==> config.mk <==
export PLATFORM = sky130hd
export DESIGN_NAME = fcs_ctrl
export DESIGN_NICKNAME = d
export VERILOG_FILES = /design/src/rtl/fcs_pkg.sv /design/src/rtl/fcs_ctrl.sv
export SDC_FILE = /design/constraint.sdc
export NUM_CORES = 1
export LEC_CHECK = 0
export ABC_AREA = 1
export BUFFER_PORTS_ARGS = -buffer_cell sky130_fd_sc_hd__buf_2
export CAP_MARGIN = 20
export CORE_AREA = 2 2 39 41
export CTS_BUF_LIST = sky130_fd_sc_hd__clkbuf_8
export CTS_CLUSTER_SIZE = 8
export DETAILED_ROUTE_END_ITERATION = 8
export DIE_AREA = 0 0 41 43
export PLACE_DENSITY_LB_ADDON = 0.2
export SLEW_MARGIN = 20
export SYNTH_ARGS = -nofsm -noshare
export SYNTH_HDL_FRONTEND = slang
export SYNTH_SLANG_ARGS = --single-unit
==> constraint.sdc <==
create_clock -name clock -period 1.1 [get_ports clock]
set_clock_uncertainty 0.1 [all_clocks]
set_input_delay 0 -clock clock [delete_from_list [all_inputs] [get_ports clock]]
set_output_delay 0 -clock clock [all_outputs]
set_load 0.02 [all_outputs]
==> src/rtl/fcs_pkg.sv <==
`timescale 1ns / 1ps
`default_nettype none

package fcs_pkg;

   // field widths
   localparam int MODE_W      = 2;
   localparam int POS_W       = 6;
   localparam int SLOT_W      = 12;
   localparam int FREE_W      = 13;
   localparam int STATUS_W    = 2;
   localparam int CFG_W       = 7;
   localparam int CSR_IDX_W   = 1;
   localparam int REQ_DATA_W  = 24;
   localparam int RSP_DATA_W  = 32;
   localparam int CFG_MAX     = 127;

   localparam logic [CFG_W-1:0] CFG_RESET = 7'd64;

   // register indexes
   localparam logic [CSR_IDX_W-1:0] CSR_ROW_COUNT = 1'b0;
   localparam logic [CSR_IDX_W-1:0] CSR_COL_COUNT = 1'b1;

   // operation codes
   localparam logic [MODE_W-1:0] MODE_REBUILD = 2'd0;
   localparam logic [MODE_W-1:0] MODE_OCCUPY  = 2'd1;
   localparam logic [MODE_W-1:0] MODE_READ    = 2'd2;

   // result codes
   localparam logic [STATUS_W-1:0] STATUS_OK       = 2'd0;
   localparam logic [STATUS_W-1:0] STATUS_OCCUPIED = 2'd1;
   localparam logic [STATUS_W-1:0] STATUS_RANGE    = 2'd2;

   typedef struct packed {
      logic                accept;
      logic                rebuild_start;
      logic                walk_step;
      logic                occ_lookup;
      logic                occ_follow;
      logic                occ_commit;
      logic                read_issue;
      logic                read_capture;
      logic                set_status;
      logic [STATUS_W-1:0] status;
      logic                load_out;
   } dp_cmd_type;

   typedef struct packed {
      logic [MODE_W-1:0] mode;
      logic              grid_empty;
      logic              walk_last;
      logic              occ_range;
      logic              read_range;
      logic              occ_hit;
      logic              out_busy;
   } dp_stat_type;

endpackage

`default_nettype wire

==> src/rtl/fcs_ctrl.sv <==
`timescale 1ns / 1ps
`default_nettype none

module fcs_ctrl (
   input  wire logic                clock,
   input  wire logic                reset,
   input  wire logic                req_tvalid,
   output logic                     req_tready,
   input  wire fcs_pkg::dp_stat_type stat,
   output fcs_pkg::dp_cmd_type      cmd
);

   import fcs_pkg::*;

   typedef enum logic [2:0] {
      ST_IDLE,
      ST_DISPATCH,
      ST_WALK,
      ST_OCC_FOLLOW,
      ST_OCC_CHECK,
      ST_READ_WAIT,
      ST_FINISH
   } state_type;

   state_type state_ff;
   state_type state_in;

   always_comb begin
      cmd      = '0;
      state_in = state_ff;
      unique case (state_ff)
         ST_IDLE: begin
            if (req_tvalid) begin
               cmd.accept = 1'b1;
               state_in   = ST_DISPATCH;
            end
         end
         ST_DISPATCH: begin
            unique case (stat.mode)
               MODE_REBUILD: begin
                  cmd.rebuild_start = 1'b1;
                  state_in = stat.grid_empty ? ST_FINISH : ST_WALK;
               end
               MODE_OCCUPY: begin
                  if (stat.occ_range) begin
                     cmd.set_status = 1'b1;
                     cmd.status     = STATUS_RANGE;
                     state_in       = ST_FINISH;
                  end else begin
                     cmd.occ_lookup = 1'b1;
                     state_in       = ST_OCC_FOLLOW;
                  end
               end
               MODE_READ: begin
                  if (stat.read_range) begin
                     cmd.set_status = 1'b1;
                     cmd.status     = STATUS_RANGE;
                     state_in       = ST_FINISH;
                  end else begin
                     cmd.read_issue = 1'b1;
                     state_in       = ST_READ_WAIT;
                  end
               end
               default: begin
                  state_in = ST_FINISH;
               end
            endcase
         end
         ST_WALK: begin
            cmd.walk_step = 1'b1;
            if (stat.walk_last) begin
               state_in = ST_FINISH;
            end
         end
         ST_OCC_FOLLOW: begin
            cmd.occ_follow = 1'b1;
            state_in       = ST_OCC_CHECK;
         end
         ST_OCC_CHECK: begin
            if (stat.occ_hit) begin
               cmd.occ_commit = 1'b1;
            end else begin
               cmd.set_status = 1'b1;
               cmd.status     = STATUS_OCCUPIED;
            end
            state_in = ST_FINISH;
         end
         ST_READ_WAIT: begin
            cmd.read_capture = 1'b1;
            state_in         = ST_FINISH;
         end
         ST_FINISH: begin
            if (!stat.out_busy) begin
               cmd.load_out = 1'b1;
               state_in     = ST_IDLE;
            end
         end
         default: begin
            state_in = ST_IDLE;
         end
      endcase
   end

   always_ff @(posedge clock) begin
      if (reset) begin
         state_ff <= ST_IDLE;
      end else begin
         state_ff <= state_in;
      end
   end

   assign req_tready = (state_ff == ST_IDLE);

endmodule

`default_nettype wire

# [After elaboration in Yosys (flattened, before gate mapping)]
# Index checks and enable logic that the tools add are counted.
[op_classes] eq_ne=11 muxes=30 n_reduce_logical=4
[op_table] op="3-bit 2-to-1 mux" n=8
[op_table] op="3-bit one-hot mux with 6 select lines" n=1
[op_table] op="1-bit 2-to-1 mux" n=17
[op_table] op="3-bit one-hot mux with 2 select lines" n=2
[op_table] op="3-bit == test (second input constant)" n=3
[op_table] op="3-bit one-hot mux with 3 select lines" n=1
[op_table] op="3-bit by 2-bit == test with 1-bit output (second input constant)" n=2
[op_table] op="2-bit inequality test (second input constant)" n=3
[op_table] op="3-bit by 1-bit == test with 1-bit output (second input constant)" n=1
[op_table] op="3-bit logical NOT" n=1
[op_table] op="3-bit AND reduction" n=1
[op_table] op="2-bit by 1-bit == test with 1-bit output (second input constant)" n=1
[op_table] op="2-bit == test (second input constant)" n=1
[op_table] op="2-bit logical NOT" n=1
[op_table] op="2-bit 2-to-1 mux" n=1
[op_table] op="2-bit OR reduction" n=1
[totals] register_bits=3 output_inout_bits=13 elab_cells=46

# [Logic depth before layout (Yosys ltp)]
[logic_depth] depth_word=3 mapped_depth=8

# [Least setup slack after synthesis]
# Ideal clock, no wire load.
[synth_timing] path_kind="register to output" start="register state_ff[2]" end="output cmd[3] (netlist name)" arrival_time_ns=1.201 required_ns=1.000 path_slack_ns=-0.201 stages_incl_launch_ff=7 path_buffers=1 cell_sequence="dfxtp_1 > buf_6 > inv_2 > nor3_1 > inv_1 > nor2_2 > or2_1"
[synth_rtl] item="from (decl)" line="fcs_ctrl.sv:25" rtl="state_type state_ff;"
[synth_rtl] item="from (signal assigned)" line="fcs_ctrl.sv:108" rtl="state_ff <= state_in;"
[synth_rtl] item="to (decl)" line="fcs_ctrl.sv:10" rtl="output fcs_pkg::dp_cmd_type cmd"

==> results.json <==
{
  "slew_violations": 0,
  "cts_max_level": 1,
  "critPathLaunchType": "register",
  "tightest_slew_ns": 0.178,
  "cp_max_fo": 4,
  "firstDrtPassIters": 2,
  "cap_viol_max_count": 0,
  "clk_latency_ns": 0.22,
  "critPathArrivalTime_ns": 1.25,
  "synth_top_flop_cell": "dfxtp_1",
  "path_class": "register to output port",
  "synth_top_area_share_pct": 14.2,
  "cts_buffers": 3,
  "yosysTopAreaCell": "dfxtp_1",
  "chipHeight_um": 43,
  "antenna_left": 0,
  "setup_viol": 16,
  "port_buffers": 23,
  "dpl.cell_count": 118,
  "fmax_ghz": 0.739,
  "nNetsFinal": 129,
  "p_leak_uw": 0.000446,
  "layout-drive-gt1-share_pct": 61.9,
  "antenna_found_initial": 0,
  "violations": "setup timing",
  "ys_warn_count": 0,
  "cts_tree": "yes",
  "synthesis.nets": 86,
  "num-fill-cells": 133,
  "drtIter0Drc": 4,
  "yosysSeqAreaShare_pct": 14.2,
  "initial_utilization_pct": 30.6,
  "fin_crit_ns": 1.35,
  "ir_drop_mv": 0.898,
  "min_period_over_period_pct": 123,
  "core_um2": 1380,
  "regMostFlops": "state_ff",
  "biggestRegsByFlops": "state_ff x3",
  "synth_enable_flop_cells": 0,
  "rsz0062_at_grt": "true",
  "die_area_um2": 1760,
  "timing.hold.ws_ns": 0.0521,
  "antenna_cells": 0,
  "ctsRootBufferMaster": "clkbuf_8",
  "clk_pin_slew_worst_paths_ns": 0.03,
  "synth_area_leaders": "dfxtp_1 (14%), nand2_1 (13%), ha_1 (12%)",
  "fin_ws_ns": -0.253,
  "num_io_pins": 24,
  "area_growth_pct": 105,
  "yosys-top-cells-count": "nand2_1 (15), inv_1 (12), nor2_1 (9)",
  "status": "complete, but fails checks",
  "overflow": 0,
  "power_density_nw_per_um2": 2310,
  "grt_pass1_vias": 476,
  "track_usage_pct": 15.0,
  "routed_wl_mm": 1.19,
  "vias_per_cell": 4.38,
  "async_flop_share_pct": 0,
  "layoutNonFillerInstCount": 129,
  "clock_sinks": 3,
  "syn_avg_cell_area_um2": 5.96,
  "syn_area_um2": 423,
  "hold_violations": 0,
  "dr_total_vias": 565,
  "wl_per_cell_um": 9.26,
  "hold_class": "primary input to register",
  "rows": 14,
  "relSlewSlack_pct": 88.0,
  "syn_inst": 71,
  "cp-end-kind": "output port",
  "grt_max_degree": 6,
  "synth_most_common_cell": "nand2_1",
  "largest_reg_flops": 3,
  "utilization_pct": 62.6,
  "worstPathRequired_ns": 1.00,
  "synth_cell_types": 20,
  "grt_pass1_wl_mm": 1.82,
  "clockBufferDepth": 2,
  "drcViolationCount": 0,
  "hpwlAfterDp_um": 869,
  "die_w_um": 41,
  "synth_seq_cells": 3,
  "gp_congestion": 0.721
}
-- worst max-delay path, stage by stage, from the launching register on --
cell and delay [ns]:
dfxtp_4 0.36, inv_4 0.07, buf_4 0.11, buf_6 0.09, nand3_4 0.07, buf_6 0.13
nor2_4 0.09, buf_6 0.11
-- what timing repair did --
| action | CTS | global route |
|---|---|---|
| pin swaps | 11 | 3 |
| hold buffers | 1 | 0 |
| setup buffers | 5 | 1 |
| setup endpoints to repair | 15 | 16 |
| endpoints found under the hold margin | 3 | 0 |
| resized for setup | 34 | 5 |
-- placed cells by master (no fill, tap or decap) --
cell / Yosys / layout
dfxtp_4: 0 / 2
nand2_1: 15 / 12
nor3_2: 0 / 2
nor2_1: 9 / 5
nand2_2: 3 / 5
dfxtp_2: 0 / 1
a21oi_2: 2 / 3
nor3_1: 4 / 2
nand3b_1: 1 / 1
nor2_4: 1 / 8
buf_2: 0 / 15
nand3_4: 0 / 1
nand3_1: 3 / 2
inv_4: 0 / 1
o21ai_0: 1 / 1
inv_1: 12 / 12
ha_1: 4 / 4
buf_6: 1 / 9
dlygate4sd3_1: 0 / 1
nand2_4: 0 / 1
a21oi_1: 2 / 1
nand3_2: 1 / 1
clkbuf_8: 0 / 3
inv_2: 3 / 3
o22ai_1: 1 / 1
buf_4: 0 / 14
xnor2_1: 1 / 1
or2_4: 0 / 1
-- worst paths after layout --
kind / from / endpoint / slack (ns) / cells past startpoint
worst max-delay path: state_ff[1] / cmd[11] / -0.25 / 7
worst min-delay path: stat[0] / state_ff[2] / 0.05 / 4
worst max register to register: state_ff[1] / state_ff[0] / -0.21 / 9
worst min register to register: state_ff[0] / state_ff[2] / 0.64 / 6
-- logic make-up (layout without fill, tap and decap cells) --
group	after synthesis	count (layout)	share of synthesized area (%)
AND/OR/NAND/NOR	41	41	46.7
buffers and inverters	16	58	16.0
AO/OA/AOI/OAI	6	6	9.17
adder cells (fa/ha/maj)	4	4	11.8
flip-flops	3	3	14.2
XOR/XNOR	1	1	2.07
-- where the power goes --
group          switching (uW)  leakage (uW)  internal [uW]
clock                    81.5     0.0000269            238
sequential               61.6     0.0000264            166
combinational             735      0.000393            715
-- metrics by stage --
stage	area [um2]	TNS [ns]	worst slack [ns]	power, uW
after CTS	842	-2.65	-0.267	1940
after detailed placement	632	-0.320	-0.103	1190
after floorplan	440	-0.446	-0.110	860
after global placement	632	-0.346	-0.113	1180
final	866	-2.64	-0.253	2000
after global routing	866	-3.64	-0.319	2140
-- metal layers --
layer  part of all wire (%)  vias to the layer above  track usage, %
met5                      0                        -               0
li1                       -                      299               -
met1                     38                      247            16.9
met2                     55                       17            26.6
met4                   0.67                        0            6.00
met3                    5.4                        2            1.57
-- final cells by class --
class	count	area, um2	area share [%]
clock buffer	3	41.3	4.77
clock inverter	1	3.75	0.434
inverter	15	58.8	6.79
multi-input combinational	52	382	44.1
sequential	3	68.8	7.95
tap	16	20.0	2.31
timing repair buffer	39	292	33.7
Power figures use the tool's default switching activity.
